File: config.mk
export PLATFORM = sky130hd
export DESIGN_NAME = postfix_stack_evaluator_core
export DESIGN_NICKNAME = d
export VERILOG_FILES = /design/src/design/pse_pkg.sv /design/src/design/postfix_stack_evaluator_core.sv /design/src/design/pse_ram.sv /design/src/design/pse_muldiv.sv /design/src/design/pse_datapath.sv /design/src/design/pse_ctrl.sv
export SDC_FILE = /design/constraint.sdc
export NUM_CORES = 2
export LEC_CHECK = 0
export ABC_AREA = 1
export BUFFER_PORTS_ARGS = -buffer_cell sky130_fd_sc_hd__buf_4
export CAP_MARGIN = 20
export CORE_MARGIN = 2
export CORE_UTILIZATION = 50
export CTS_CLUSTER_DIAMETER = 200
export DETAILED_ROUTE_END_ITERATION = 6
export PLACE_DENSITY_LB_ADDON = 0.12
export SLEW_MARGIN = 15
export SYNTH_ARGS = -nofsm -noshare
export SYNTH_HDL_FRONTEND = slang
export SYNTH_SLANG_ARGS = --single-unit
File: constraint.sdc
create_clock -name clk -period 14.7 [get_ports clk]
set_input_delay 2.205 -clock clk [delete_from_list [all_inputs] [get_ports clk]]
set_output_delay 2.205 -clock clk [all_outputs]
set_load 0.005 [all_outputs]
File: src/design/pse_pkg.sv
`timescale 1ns / 1ps
// ----------------------------------------------------------------------------
// pse_pkg: shared types and constants
// Token codes, status codes, item structs and controller/datapath commands.
// ----------------------------------------------------------------------------
package pse_pkg;

    localparam int DefStackDepth = 64;

    localparam logic [7:0] TOK_NOP        = 8'd0;
    localparam logic [7:0] TOK_ADD        = 8'd1;
    localparam logic [7:0] TOK_SUB        = 8'd2;
    localparam logic [7:0] TOK_MUL        = 8'd3;
    localparam logic [7:0] TOK_DIV        = 8'd4;
    localparam logic [7:0] TOK_AND        = 8'd5;
    localparam logic [7:0] TOK_OR         = 8'd6;
    localparam logic [7:0] TOK_XOR        = 8'd7;
    localparam logic [7:0] TOK_NEG        = 8'd8;
    localparam logic [7:0] TOK_NOT        = 8'd9;
    localparam logic [7:0] TOK_STORE      = 8'd10;
    localparam logic [7:0] TOK_STORE_DISP = 8'd11;
    localparam logic [7:0] TOK_SYMBOL     = 8'd14;
    localparam logic [7:0] TOK_SECTION    = 8'd15;
    localparam logic [7:0] TOK_CONST      = 8'd16;

    localparam logic [2:0] ST_OK        = 3'd0;
    localparam logic [2:0] ST_DIVZERO   = 3'd1;
    localparam logic [2:0] ST_EMPTY     = 3'd2;
    localparam logic [2:0] ST_LEFTOVER  = 3'd3;
    localparam logic [2:0] ST_OVERFLOW  = 3'd4;
    localparam logic [2:0] ST_UNDERFLOW = 3'd5;
    localparam logic [2:0] ST_NOSYM     = 3'd6;
    localparam logic [2:0] ST_BADTOKEN  = 3'd7;

    typedef struct packed {
        logic [7:0]  operation;
        logic [15:0] operand_value;
        logic        symbol_missing;
        logic [15:0] location_word;
    } in_item_t;

    typedef struct packed {
        logic [15:0] result_word;
        logic [2:0]  status;
    } out_item_t;

    // Arithmetic unit selection
    typedef enum logic [2:0] {
        ALU_ADD, ALU_SUB, ALU_AND, ALU_OR, ALU_XOR, ALU_NEG, ALU_NOT
    } alu_op_t;

    // Controller to datapath
    typedef struct packed {
        logic    load_tok;    // capture input item
        logic    rd_top;      // read entry count-1 into b
        logic    rd_next;     // read entry count-2 into a
        logic    wr_push;     // write push value at count, count++
        logic    wr_bin;      // write result at count-2, count--
        logic    wr_un;       // write result at count-1
        logic    alu_go;      // register simple alu result
        alu_op_t alu_op;
        logic    md_start;    // start multiply/divide unit
        logic    md_div;
        logic    set_err;
        logic [2:0] err;
        logic    emit;        // emit result from store
        logic    emit_bad;
        logic    clear;
    } ctl_t;

    // Datapath to controller
    typedef struct packed {
        logic [7:0] op;
        logic       missing;
        logic       cnt_zero;
        logic       cnt_lt2;
        logic       full;
        logic       b_zero;
        logic       md_done;
    } sts_t;

endpackage

File: src/design/postfix_stack_evaluator_core.sv
`timescale 1ns / 1ps
// ----------------------------------------------------------------------------
// postfix_stack_evaluator_core: postfix relocation expression evaluator
// Controller plus datapath with a RAM value stack and iterative mul/div.
// ----------------------------------------------------------------------------
// Usage:
//   Drive in_item and pulse start while busy is low; the item is taken at
//   that edge and busy rises on the next cycle. Multiply and divide run
//   in the shared one-bit-per-cycle unit. The stack RAM has one port and a
//   registered read, which sets the read/compute/write sequence length.
//   Store, store-displaced and bad tokens raise out_valid for exactly one
//   cycle with out_item, before busy falls; the receiver cannot stall,
//   so results are taken in that cycle. Other tokens give no result.
//   Errors are sticky until a store or bad token clears the expression.
//   Reset empties the stack and clears the error; the stack RAM needs no
//   clearing pass since only entries below the count are read.
// ----------------------------------------------------------------------------
module postfix_stack_evaluator_core #(
    parameter int STACK_DEPTH = pse_pkg::DefStackDepth
) (
    input  logic               clk,
    input  logic               rst_n,
    input  logic               start,
    output logic               busy,
    input  pse_pkg::in_item_t  in_item,
    output logic               out_valid,
    output pse_pkg::out_item_t out_item
);
    pse_pkg::ctl_t ctl;
    pse_pkg::sts_t sts;

    pse_ctrl u_ctrl (
        .clk   (clk),
        .rst_n (rst_n),
        .start (start),
        .busy  (busy),
        .sts   (sts),
        .ctl   (ctl)
    );

    pse_datapath #(.STACK_DEPTH(STACK_DEPTH)) u_dp (
        .clk       (clk),
        .rst_n     (rst_n),
        .in_item   (in_item),
        .ctl       (ctl),
        .sts       (sts),
        .out_item  (out_item),
        .out_valid (out_valid)
    );
endmodule

File: src/design/pse_ram.sv
`timescale 1ns / 1ps
// ----------------------------------------------------------------------------
// pse_ram: generic single-port RAM
// One write or one read per cycle; read data registered.
// ----------------------------------------------------------------------------
module pse_ram #(
    parameter int WIDTH = 32,
    parameter int DEPTH = 64
) (
    input  logic                     clk,
    input  logic                     we,
    input  logic [$clog2(DEPTH)-1:0] addr,
    input  logic [WIDTH-1:0]         wdata,
    output logic [WIDTH-1:0]         rdata
);
    logic [WIDTH-1:0] mem [DEPTH];

    // Write or read at one address
    always_ff @(posedge clk)
    begin
        if (we)
            mem[addr] <= wdata;
        rdata <= mem[addr];
    end
endmodule

File: src/design/pse_muldiv.sv
`timescale 1ns / 1ps
// ----------------------------------------------------------------------------
// pse_muldiv: iterative multiply and signed divide
// Shift-add multiply and restoring divide, one bit per cycle.
// ----------------------------------------------------------------------------
module pse_muldiv (
    input  logic        clk,
    input  logic        rst_n,
    input  logic        start,
    input  logic        is_div,
    input  logic [31:0] a,
    input  logic [31:0] b,
    output logic        done,
    output logic [31:0] result
);
    logic        busy_reg;
    logic [4:0]  cnt_reg;
    logic        div_reg;
    logic        neg_reg;
    logic [31:0] acc_reg;   // product or remainder
    logic [31:0] q_reg;     // multiplier or quotient
    logic [31:0] m_reg;     // multiplicand or divisor magnitude
    logic [32:0] trial;
    logic [31:0] rem_sh;
    logic [31:0] mag_a;
    logic [31:0] mag_b;

    assign mag_a  = a[31] ? (32'd0 - a) : a;
    assign mag_b  = b[31] ? (32'd0 - b) : b;
    assign rem_sh = {acc_reg[30:0], q_reg[31]};
    assign trial  = {1'b0, rem_sh} - {1'b0, m_reg};

    // Step one bit per cycle
    always_ff @(posedge clk or negedge rst_n)
    begin
        if (!rst_n)
        begin
            busy_reg <= 1'b0;
            done     <= 1'b0;
            cnt_reg  <= '0;
        end
        else
        begin
            done <= 1'b0;
            if (start)
            begin
                busy_reg <= 1'b1;
                cnt_reg  <= '0;
                div_reg  <= is_div;
                neg_reg  <= a[31] ^ b[31];
                acc_reg  <= '0;
                q_reg    <= is_div ? mag_a : b;
                m_reg    <= is_div ? mag_b : a;
            end
            else if (busy_reg)
            begin
                if (div_reg)
                begin
                    acc_reg <= trial[32] ? rem_sh : trial[31:0];
                    q_reg   <= {q_reg[30:0], ~trial[32]};
                end
                else
                begin
                    acc_reg <= (acc_reg << 1) + (q_reg[31] ? m_reg : 32'd0);
                    q_reg   <= q_reg << 1;
                end
                cnt_reg <= cnt_reg + 5'd1;
                if (cnt_reg == 5'd31)
                begin
                    busy_reg <= 1'b0;
                    done     <= 1'b1;
                end
            end
        end
    end

    // Apply quotient sign
    assign result = !div_reg ? acc_reg : (neg_reg ? (32'd0 - q_reg) : q_reg);
endmodule

File: src/design/pse_datapath.sv
`timescale 1ns / 1ps
// ----------------------------------------------------------------------------
// pse_datapath: stack memory, operand registers and arithmetic
// Executes controller commands; reports stack and token status.
// ----------------------------------------------------------------------------
module pse_datapath #(
    parameter int STACK_DEPTH = pse_pkg::DefStackDepth
) (
    input  logic               clk,
    input  logic               rst_n,
    input  pse_pkg::in_item_t  in_item,
    input  pse_pkg::ctl_t      ctl,
    output pse_pkg::sts_t      sts,
    output pse_pkg::out_item_t out_item,
    output logic               out_valid
);
    localparam int AW = $clog2(STACK_DEPTH);
    localparam int CW = $clog2(STACK_DEPTH + 1);

    pse_pkg::in_item_t tok_reg;
    logic [CW-1:0] cnt_reg;
    logic [2:0]    err_reg;
    logic [31:0]   a_reg;
    logic [31:0]   b_reg;
    logic [31:0]   r_reg;
    logic          a_pend_reg;
    logic          b_pend_reg;
    logic [31:0]   rdata;
    logic [AW-1:0] addr;
    logic          we;
    logic [31:0]   wdata;
    logic [31:0]   md_res;
    logic [31:0]   push_val;
    logic [31:0]   disp;
    logic [2:0]    st;

    // Memory address and write data
    always_comb
    begin
        we    = ctl.wr_push | ctl.wr_bin | ctl.wr_un;
        wdata = ctl.wr_push ? push_val : r_reg;
        if (ctl.wr_push)
            addr = cnt_reg[AW-1:0];
        else if (ctl.rd_next || ctl.wr_bin)
            addr = AW'(cnt_reg - CW'(2));
        else
            addr = AW'(cnt_reg - CW'(1));
    end

    assign push_val = (tok_reg.operation == pse_pkg::TOK_SECTION ||
                       (tok_reg.operation == pse_pkg::TOK_SYMBOL &&
                        tok_reg.symbol_missing)) ? 32'd0
                      : {16'd0, tok_reg.operand_value};

    pse_ram #(.WIDTH(32), .DEPTH(STACK_DEPTH)) u_stack (
        .clk   (clk),
        .we    (we),
        .addr  (addr),
        .wdata (wdata),
        .rdata (rdata)
    );

    pse_muldiv u_md (
        .clk    (clk),
        .rst_n  (rst_n),
        .start  (ctl.md_start),
        .is_div (ctl.md_div),
        .a      (a_reg),
        .b      (b_reg),
        .done   (sts.md_done),
        .result (md_res)
    );

    // Hold count, error, operands and results
    always_ff @(posedge clk or negedge rst_n)
    begin
        if (!rst_n)
        begin
            cnt_reg    <= '0;
            err_reg    <= pse_pkg::ST_OK;
            a_pend_reg <= 1'b0;
            b_pend_reg <= 1'b0;
            out_valid  <= 1'b0;
        end
        else
        begin
            out_valid  <= 1'b0;
            a_pend_reg <= ctl.rd_next;
            b_pend_reg <= ctl.rd_top;
            if (a_pend_reg)
                a_reg <= rdata;
            if (b_pend_reg)
                b_reg <= rdata;
            if (ctl.load_tok)
                tok_reg <= in_item;
            if (ctl.alu_go)
            begin
                case (ctl.alu_op)
                    pse_pkg::ALU_ADD: r_reg <= a_reg + b_reg;
                    pse_pkg::ALU_SUB: r_reg <= a_reg - b_reg;
                    pse_pkg::ALU_AND: r_reg <= a_reg & b_reg;
                    pse_pkg::ALU_OR:  r_reg <= a_reg | b_reg;
                    pse_pkg::ALU_XOR: r_reg <= a_reg ^ b_reg;
                    pse_pkg::ALU_NEG: r_reg <= 32'd0 - b_reg;
                    pse_pkg::ALU_NOT: r_reg <= ~b_reg;
                    default:          r_reg <= b_reg;
                endcase
            end
            if (sts.md_done)
                r_reg <= (ctl.md_div && b_reg == 32'd0) ? 32'd0 : md_res;
            if (ctl.set_err && err_reg == pse_pkg::ST_OK)
                err_reg <= ctl.err;
            if (ctl.wr_push)
                cnt_reg <= cnt_reg + CW'(1);
            if (ctl.wr_bin)
                cnt_reg <= cnt_reg - CW'(1);
            if (ctl.emit || ctl.emit_bad)
            begin
                out_valid <= 1'b1;
                out_item.result_word <= ctl.emit_bad ? 16'd0 : disp[15:0];
                out_item.status      <= ctl.emit_bad ? pse_pkg::ST_BADTOKEN : st;
            end
            if (ctl.clear)
            begin
                cnt_reg <= '0;
                err_reg <= pse_pkg::ST_OK;
            end
        end
    end

    // Store value and status
    always_comb
    begin
        disp = 32'd0;
        st   = err_reg;
        if (cnt_reg == '0)
        begin
            if (err_reg == pse_pkg::ST_OK)
                st = pse_pkg::ST_EMPTY;
        end
        else
        begin
            disp = b_reg;
            if (tok_reg.operation == pse_pkg::TOK_STORE_DISP)
                disp = b_reg - {16'd0, tok_reg.location_word};
            if (cnt_reg > CW'(1) && err_reg == pse_pkg::ST_OK)
                st = pse_pkg::ST_LEFTOVER;
        end
    end

    assign sts.op       = tok_reg.operation;
    assign sts.missing  = tok_reg.symbol_missing;
    assign sts.cnt_zero = (cnt_reg == '0);
    assign sts.cnt_lt2  = (cnt_reg < CW'(2));
    assign sts.full     = (cnt_reg >= CW'(STACK_DEPTH));
    assign sts.b_zero   = (b_reg == 32'd0);
endmodule

File: src/design/pse_ctrl.sv
`timescale 1ns / 1ps
// ----------------------------------------------------------------------------
// pse_ctrl: token sequencer
// Decodes each item and steps the datapath through read, compute, write.
// ----------------------------------------------------------------------------
module pse_ctrl (
    input  logic          clk,
    input  logic          rst_n,
    input  logic          start,
    output logic          busy,
    input  pse_pkg::sts_t sts,
    output pse_pkg::ctl_t ctl
);
    typedef enum logic [3:0] {
        S_IDLE, S_DECODE, S_RD_NEXT, S_WAIT_A, S_WAIT_B, S_EXEC,
        S_MD, S_WR_BIN, S_WR_UN, S_DONE
    } state_t;

    state_t state_reg;
    state_t state_next;
    logic   bin;
    logic   un;
    logic   st_op;
    logic   push;

    assign bin   = sts.op >= pse_pkg::TOK_ADD && sts.op <= pse_pkg::TOK_XOR;
    assign un    = sts.op == pse_pkg::TOK_NEG || sts.op == pse_pkg::TOK_NOT;
    assign st_op = sts.op == pse_pkg::TOK_STORE || sts.op == pse_pkg::TOK_STORE_DISP;
    assign push  = sts.op == pse_pkg::TOK_SYMBOL || sts.op == pse_pkg::TOK_SECTION
                   || sts.op == pse_pkg::TOK_CONST;

    // Next state and commands
    always_comb
    begin
        ctl        = '0;
        ctl.alu_op = pse_pkg::ALU_ADD;
        state_next = state_reg;
        case (state_reg)
            S_IDLE:
            begin
                if (start)
                begin
                    ctl.load_tok = 1'b1;
                    state_next   = S_DECODE;
                end
            end
            S_DECODE:
            begin
                state_next = S_DONE;
                if (bin)
                begin
                    if (sts.cnt_lt2)
                    begin
                        ctl.set_err = 1'b1;
                        ctl.err     = pse_pkg::ST_UNDERFLOW;
                    end
                    else
                    begin
                        ctl.rd_top = 1'b1;
                        state_next = S_RD_NEXT;
                    end
                end
                else if (un || st_op)
                begin
                    if (un && sts.cnt_zero)
                    begin
                        ctl.set_err = 1'b1;
                        ctl.err     = pse_pkg::ST_UNDERFLOW;
                    end
                    else
                    begin
                        ctl.rd_top = !sts.cnt_zero;
                        state_next = S_WAIT_B;
                    end
                end
                else if (push)
                begin
                    if (sts.op == pse_pkg::TOK_SYMBOL && sts.missing)
                    begin
                        ctl.set_err = 1'b1;
                        ctl.err     = pse_pkg::ST_NOSYM;
                    end
                    else if (sts.full)
                    begin
                        ctl.set_err = 1'b1;
                        ctl.err     = pse_pkg::ST_OVERFLOW;
                    end
                    // Missing symbol still pushes zero; a full stack blocks the push
                    if (!sts.full)
                        ctl.wr_push = 1'b1;
                    else if (sts.op == pse_pkg::TOK_SYMBOL && sts.missing)
                        ctl.err = pse_pkg::ST_NOSYM;
                end
                else if (sts.op != pse_pkg::TOK_NOP)
                begin
                    ctl.emit_bad = 1'b1;
                    ctl.clear    = 1'b1;
                end
            end
            S_RD_NEXT:
            begin
                ctl.rd_next = 1'b1;
                state_next  = S_WAIT_A;
            end
            S_WAIT_A:
            begin
                state_next = S_EXEC;
            end
            S_WAIT_B:
            begin
                if (st_op)
                begin
                    state_next = S_EXEC;
                end
                else
                begin
                    state_next = S_EXEC;
                end
            end
            S_EXEC:
            begin
                if (st_op)
                begin
                    ctl.emit   = 1'b1;
                    ctl.clear  = 1'b1;
                    state_next = S_DONE;
                end
                else if (un)
                begin
                    ctl.alu_go = 1'b1;
                    ctl.alu_op = (sts.op == pse_pkg::TOK_NEG) ? pse_pkg::ALU_NEG
                                                              : pse_pkg::ALU_NOT;
                    state_next = S_WR_UN;
                end
                else if (sts.op == pse_pkg::TOK_MUL || sts.op == pse_pkg::TOK_DIV)
                begin
                    ctl.md_start = 1'b1;
                    ctl.md_div   = sts.op == pse_pkg::TOK_DIV;
                    if (sts.op == pse_pkg::TOK_DIV && sts.b_zero)
                    begin
                        ctl.set_err = 1'b1;
                        ctl.err     = pse_pkg::ST_DIVZERO;
                    end
                    state_next = S_MD;
                end
                else
                begin
                    ctl.alu_go = 1'b1;
                    case (sts.op)
                        pse_pkg::TOK_SUB: ctl.alu_op = pse_pkg::ALU_SUB;
                        pse_pkg::TOK_AND: ctl.alu_op = pse_pkg::ALU_AND;
                        pse_pkg::TOK_OR:  ctl.alu_op = pse_pkg::ALU_OR;
                        pse_pkg::TOK_XOR: ctl.alu_op = pse_pkg::ALU_XOR;
                        default:          ctl.alu_op = pse_pkg::ALU_ADD;
                    endcase
                    state_next = S_WR_BIN;
                end
            end
            S_MD:
            begin
                ctl.md_div = sts.op == pse_pkg::TOK_DIV;
                if (sts.md_done)
                    state_next = S_WR_BIN;
            end
            S_WR_BIN:
            begin
                ctl.wr_bin = 1'b1;
                state_next = S_DONE;
            end
            S_WR_UN:
            begin
                ctl.wr_un  = 1'b1;
                state_next = S_DONE;
            end
            S_DONE:
            begin
                state_next = S_IDLE;
            end
            default:
            begin
                state_next = S_IDLE;
            end
        endcase
    end

    // Hold state and busy flag
    always_ff @(posedge clk or negedge rst_n)
    begin
        if (!rst_n)
        begin
            state_reg <= S_IDLE;
            busy      <= 1'b0;
        end
        else
        begin
            state_reg <= state_next;
            busy      <= state_next != S_IDLE;
        end
    end
endmodule

* Word level (Yosys, flattened, before mapping)
Memories as Yosys holds them, arrays and structs flattened. A register that Yosys moved wholly into a read port is not among the register bits.
Cells that the tools add are included.
** Word-level totals
- Bits in registers :: 279
- Memory bits (writable) :: 2048
- Logic and storage cells :: 210
- Memories :: 1
** Cells by class
- Add/sub/neg operators :: 12
- Magnitude comparators :: 5
- Eq/ne operators :: 28
- Mux-type cells :: 94
- Bitwise operators :: 8
- Reduce and logical (&&, ||, !) cells :: 38
** Memory list
- u_dp.u_stack.mem :: depth 64, bits a word 32, read ports 1, clocked after memory_dff 1, wr ports 1, line pse_ram.sv:16 : logic [WIDTH-1:0] mem [DEPTH];
** Operator list (number)
- $mux W32 :: 16
- $pmux W32 S7 :: 1
- $sub A1 B32 Y32 const A :: 3
- $mux W4 :: 18
- $add A32 B32 Y32 :: 2
- $eq A8 B4 Y1 const B :: 6
- $sub A32 B32 Y33 :: 1
- $and A32 B32 Y32 :: 1
- $eq A8 B3 Y1 const B :: 4
- $logic_not A32 Y1 :: 1
- $mux W16 :: 2
- $not A32 Y32 :: 1
- $or A32 B32 Y32 :: 1
- $sub A32 B32 Y32 :: 1
- $xor A32 B32 Y32 :: 1
- $mux W1 :: 29
- $pmux W4 S7 :: 1
- $mux W6 :: 4
- $mux W3 :: 7
- $mux W7 :: 3
- $eq A4 B3 Y1 const B :: 4
- $eq A8 B2 Y1 const B :: 2
- $sub A16 B16 Y16 :: 1
- $mux W5 :: 3
- other kinds (37) :: 72

* Depth between registers and ports, before layout
- Word-level depth :: 12
- Mapped depth :: 29

* Modules after synthesis
Synthesis repeated with hierarchy kept, for this count alone.
** Unflattened totals
- Cells, all modules :: 13012
- Area, all modules :: 115427.0 µm²
** By module, submodules not included
- pse_ram :: instances 1, cells each 8440, area an instance 86559.3 µm²
- pse_datapath :: instances 1, cells each 2121, area an instance 14727.9 µm²
- pse_muldiv :: instances 1, cells each 2315, area an instance 13425.4 µm²
- pse_ctrl :: instances 1, cells each 136, area an instance 714.4 µm²

* Least setup slack after synthesis
Ideal clock, no wire load.
- Path kind :: register -> register
- Start point :: register u_dp.cnt_reg[2]
- End point :: memory u_dp.u_stack.mem[55][0] (enable)
- Setup time :: 0.502 ns
- Data arrival time :: 5.188 ns
- Setup slack :: 9.010 ns
- Stages on the path, launching flop included :: 16
- Path buffers :: 2
- Clock period less this slack :: 5.690 ns
- Cell sequence :: dfrtp_1 > clkbuf_1 > inv_1 > ha_1 > nand2_1 > nand2_1 > xor2_1 > nand2_1 > o21ai_1 > nand2_1 > o21ai_4 > inv_2 > nor3_4 > buf_4 > nand2_1 > nor4_1
** Between the ends
- Word-level cells in the longest chain between the ends :: 10
** RTL lines
- start: declaration :: line pse_datapath.sv:21 : logic [CW-1:0] cnt_reg;
- start signal: assignment :: line pse_datapath.sv:114 : cnt_reg <= cnt_reg + CW'(1);
- start signal: assignment :: line pse_datapath.sv:116 : cnt_reg <= cnt_reg - CW'(1);
- $ge A7 B7 Y1 :: line pse_datapath.sv:155 : assign sts.full = (cnt_reg >= CW'(STACK_DEPTH));
- $mux W1 :: line pse_ctrl.sv:89 : if (!sts.full)
- $mux W1 :: line pse_ctrl.sv:76 : else if (push)
- $mux W1 :: line pse_ctrl.sv:63 : else if (un || st_op)
- $mux W1 :: line pse_ctrl.sv:50 : if (bin)
- $mux W1 :: line pse_ctrl.sv:38 : case (state_reg)
- $or A1 B1 Y1 (2 in series) :: line pse_datapath.sv:40 : we = ctl.wr_push | ctl.wr_bin | ctl.wr_un;
- $mux W1 :: line pse_ram.sv:21 : if (we)
- $mux W1 (implied by the code) :: line pse_ram.sv:22 : mem[addr] <= wdata;
- end: declaration :: line pse_ram.sv:16
Parallel ways exist; a longest one is shown, timed or not.

* Worst setup path in the final report
- Start point :: register u_dp.tok_reg (netlist bit u_dp.sts[7])
- End point :: register u_dp.u_stack.rdata[22] (read register of u_dp.u_stack.mem)
** Between the ends
- Word-level cells in the longest chain between the ends :: 8
** RTL lines
- start: declaration :: line pse_datapath.sv:20 : pse_pkg::in_item_t tok_reg;
- start signal: assignment :: line pse_datapath.sv:95 : tok_reg <= in_item;
- $eq A8 B4 Y1 :: line pse_ctrl.sv:29 : assign push = sts.op == pse_pkg::TOK_SYMBOL || sts.op == pse_pkg::TOK_SECTION
- $logic_or A1 B1 Y1 :: line pse_ctrl.sv:29
- $logic_or A1 B1 Y1 :: line pse_ctrl.sv:30 : || sts.op == pse_pkg::TOK_CONST;
- $mux W1 :: line pse_ctrl.sv:76
- $mux W1 :: line pse_ctrl.sv:63
- $mux W1 * :: line pse_ctrl.sv:50
- $mux W1 * :: line pse_ctrl.sv:38
- $mux W6 * :: line pse_datapath.sv:42 : if (ctl.wr_push)
- end: declaration :: line pse_ram.sv:14 : output logic [WIDTH-1:0] rdata
Mark *: on every way between the ends. The rest lies on a longest branch, timed or not.
A chain may end at the register's enable or synchronous reset.

==> results_dict.tcl <==
set metrics [dict create \
    cts_resized 0 \
    synthXorXnorAreaFrac 0.00724 \
    cts_tree "done" \
    internal_power_mw 13.1 \
    syn_inst 12000 \
    p_per_area_mw_per_mm2 176 \
    fp.dieH_um 478 \
    clk_latency_ns 0.96 \
    grt_pass1_wl_um 582000 \
    finalCriticalPeriod_ns 6.57 \
    layout.nets 12200 \
    largest_register_ffs 2048 \
    area_delta_synth_final_pct 11.1 \
    violations "DRC" \
    dieArea_mm2 0.229 \
    io-pin-count 65 \
    critPathCaptureType "register" \
    slew_viol_final 0 \
    firstDrtPassIters 7 \
    finalSetupTns_ns 0 \
    p_comb_frac 0.348 \
    overflow 0 \
    clkSlewWorstSetupHoldPaths_ns 0.06 \
    nFillCells 19800 \
    fmax_ghz 0.152 \
    relSlewSlack 0.216 \
    viasPerCell 5.86 \
    antenna_found_initial 45 \
    rsz0062_at_grt "false" \
    tightest_slew_ns 1.17 \
    hpwlAfterDp_um 245000 \
    grtUsageTotal 0.347 \
    row_count 174 \
    peakVddDrop_mv 0.169 \
    synth_mux_area_frac 0 \
    multi_input_area_mm2 0.0383 \
    synthFlopType "edfxtp_1" \
    yosysSeqAreaShare 0.625 \
    synthAdderAreaFrac 0.0213 \
    gp_congestion 0.969 \
    wl_um 404000 \
    final_antenna_net_count 0 \
    clk_path_buf_depth 4 \
    synth_top_family_by_area "simple AND/OR/NAND/NOR gates" \
    cts_hold_buf 0 \
    drt_iter0_drc 12400 \
    grt_pass1_vias 82600 \
    async_flop_share 0.0106 \
    cts_root_buf "clkbuf_16" \
    drive_gt1_frac 0.0675 \
    portBuffers 64 \
    fin_crit_sh 0.447 \
    top_register "u_dp.u_stack.mem" \
    clock_sink_count 2359 \
    fin_cells 15100 \
    wl_per_cell_um 26.7 \
    vias 88500 \
    synth_area_mm2 0.113 \
    leakage_nw 51.6 \
    syn_avg_cell_area_um2 9.39 \
    dp.cells 14600 \
    regArea_mm2 0.0704 \
    required_ns 15.58 \
    setup_violations 0 \
    hold_ws_ns 0.452 \
    synthSimpleGateAreaFrac 0.263 \
    htreeDepth 5 \
    syn_nets 12200 \
    synth_edf_count 2302 \
    path_class "reg -> reg" \
    numCtsBuffers 277 \
    hold_path.class "reg -> reg" \
    fin_skew_ns 0.0939 \
    p_switching_mw 8.87 \
    synth_compound_area_frac 0.0416 \
    maxCapViolCount 0 \
    grt_max_degree 183 \
    path_max_fanout 182 \
    drc_errors 3 \
    cp-start-kind "register" \
    hold_violations 0 \
    p_clk_frac 0.299 \
    postCtsSetupBuffers 0 \
    core_mm2 0.224 \
    outcome "complete, but fails checks" \
    die_w_um 478 \
    crit_arrival_ns 7.45 \
    synth-seq-cells 2359 \
    p_sw_frac 0.403 \
    ys_types 59 \
    seqPwrFrac 0.353 \
    start_util 0.502 \
    ys_warn_count 0 \
]
==> worst max-delay path, cell delays in order (launching register included) <==
cell,delay (ns)
edfxtp_1,0.44
inv_2,0.08
nand2_2,0.12
nor2_2,0.06
nand2_1,0.06
nand2_2,0.14
nand3_4,0.35
buf_4,0.59
nand2_4,0.54
nand2_4,0.67
buf_12,0.69
buf_4,0.87
buf_4,0.67
nand2_1,0.11
nand2_1,0.09
nand2_1,0.05
nand2_1,0.10
nand2_1,0.06
nand2_1,0.09
nand2_1,0.24
nand2_1,0.15
nor2_1,0.05
nand2_1,0.08
==> cells in the final DEF, fill, tap and decap left out, types with 8 or more instances in the layout <==
cell | synthesis | layout
a21o_1 | 15 | 15
a21oi_1 | 246 | 245
a31oi_1 | 15 | 15
buf_12 | 0 | 10
buf_4 | 6 | 275
bufinv_16 | 0 | 14
clkbuf_1 | 261 | 62
clkbuf_16 | 0 | 284
clkbuf_8 | 0 | 12
clkinv_1 | 7 | 61
clkinv_2 | 0 | 32
clkinvlp_4 | 0 | 8
dfrtp_1 | 25 | 25
dfxtp_1 | 32 | 32
diode_2 | 0 | 11
edfxtp_1 | 2302 | 2302
ha_1 | 185 | 185
inv_1 | 468 | 452
inv_2 | 19 | 32
inv_6 | 0 | 8
nand2_1 | 5567 | 5565
nand3_1 | 1203 | 1202
nand3b_1 | 8 | 8
nand4_1 | 43 | 43
nor2_1 | 442 | 375
nor2_2 | 8 | 8
nor2_4 | 1 | 68
nor3_1 | 45 | 45
nor4_1 | 12 | 9
o211ai_1 | 31 | 31
o21a_1 | 15 | 15
o21ai_0 | 406 | 389
o21ai_1 | 13 | 14
o21ai_4 | 1 | 18
o21bai_1 | 9 | 9
o22ai_1 | 53 | 53
or2_2 | 13 | 13
xnor2_1 | 32 | 32
xor2_1 | 61 | 61
==> per-layer routing <==
metal | wire length, um | up-vias | GRT usage
met1 | 165000 | 42900 | 0.491
met3 | 41900 | 795 | 0.0679
li1 | - | 39900 | -
met5 | 138 | - | 0
met4 | 19200 | 20 | 0.152
met2 | 178000 | 4874 | 0.520
==> cell usage after synthesis (all sizes together), types with 3 or more instances <==
cell,n,area (um^2)
a211oi,7,52.6
a21boi,7,52.6
a21o,15,113
a21oi,248,1260
a31oi,15,93.8
and3,3,18.8
buf,372,1820
clkbuf,261,980
clkinv,7,26.3
dfrtp,25,626
dfxtp,32,641
edfxtp,2302,69100
fa,4,80.1
ha,185,2310
inv,487,1830
nand2,5573,20900
nand3,1205,6050
nand3b,8,60.1
nand4,48,332
nor2,452,1740
nor3,49,290
nor3b,3,22.5
nor4,12,75.1
o2111ai,5,43.8
o211ai,31,233
o21a,15,113
o21ai,422,2130
o21bai,9,67.6
o221ai,5,43.8
o22ai,53,332
o2bb2ai,4,35.0
o31ai,6,45.0
or2,13,81.3
xnor2,32,280
xor2,61,534
==> layout make-up <==
class	instances	area share
Multi-Input combinational cell	8499	0.306
Sequential cell	2359	0.563
Tap cell	2992	0.0299
Timing Repair Buffer	287	0.0184
Antenna cell	11	0.000220
Clock buffer	358	0.0600
Clock inverter	116	0.00740
Inverter	494	0.0150
==> metrics by stage <==
step,instance area (um^2),utilization,worst slack [ns],power [mW]
3_5_place_dp,117000,0.520,8.10,15.4
2_1_floorplan,113000,-,9.01,12.3
3_3_place_gp,116000,0.520,8.11,15.4
4_1_cts,125000,0.557,8.10,21.9
6_report,125000,0.558,8.13,22.0
5_1_grt,125000,0.557,7.64,23.0
==> cell families (layout without fill, tap and decap cells) <==
group,count (synthesis),in the layout
simple gates,7367,7367
buf+inv,1127,1255
other cells,0,11
flops,2359,2359
xor+xnor,93,93
compound gates,850,850
fa+ha+maj,189,189
==> final timing paths <==
path                                           startpoint                                to  slack (ns)  depth (start not counted)
setup / recovery                    u_dp.sts[7]$_DFFE_PP_    u_dp.u_stack.rdata[22]$_DFF_P_        8.13                         22
min in group asynchronous                           rst_n       u_dp.cnt_reg[1]$_DFFE_PN0P_        1.15                          1
setup reg to reg                    u_dp.sts[7]$_DFFE_PP_    u_dp.u_stack.rdata[22]$_DFF_P_        8.13                         22
hold / removal             u_dp.u_stack.rdata[30]$_DFF_P_          u_dp.b_reg[30]$_DFFE_PP_        0.45                          0
max in group asynchronous                           rst_n  u_dp.u_md.cnt_reg[3]$_DFFE_PN0N_       12.47                          2
hold reg to reg            u_dp.u_stack.rdata[30]$_DFF_P_          u_dp.b_reg[30]$_DFFE_PP_        0.45                          0
==> power by group through the flow <==
stage / Clock (mW) / Combinational (mW) / Sequential [mW]
3_5_place_dp: 0 / 7.49 / 7.89
5_1_grt: 6.87 / 8.32 / 7.76
2_1_floorplan: 0 / 4.61 / 7.74
3_3_place_gp: 0 / 7.49 / 7.89
6_report: 6.57 / 7.66 / 7.76
4_1_cts: 6.62 / 7.52 / 7.75
Power figures use the tool's default switching activity.
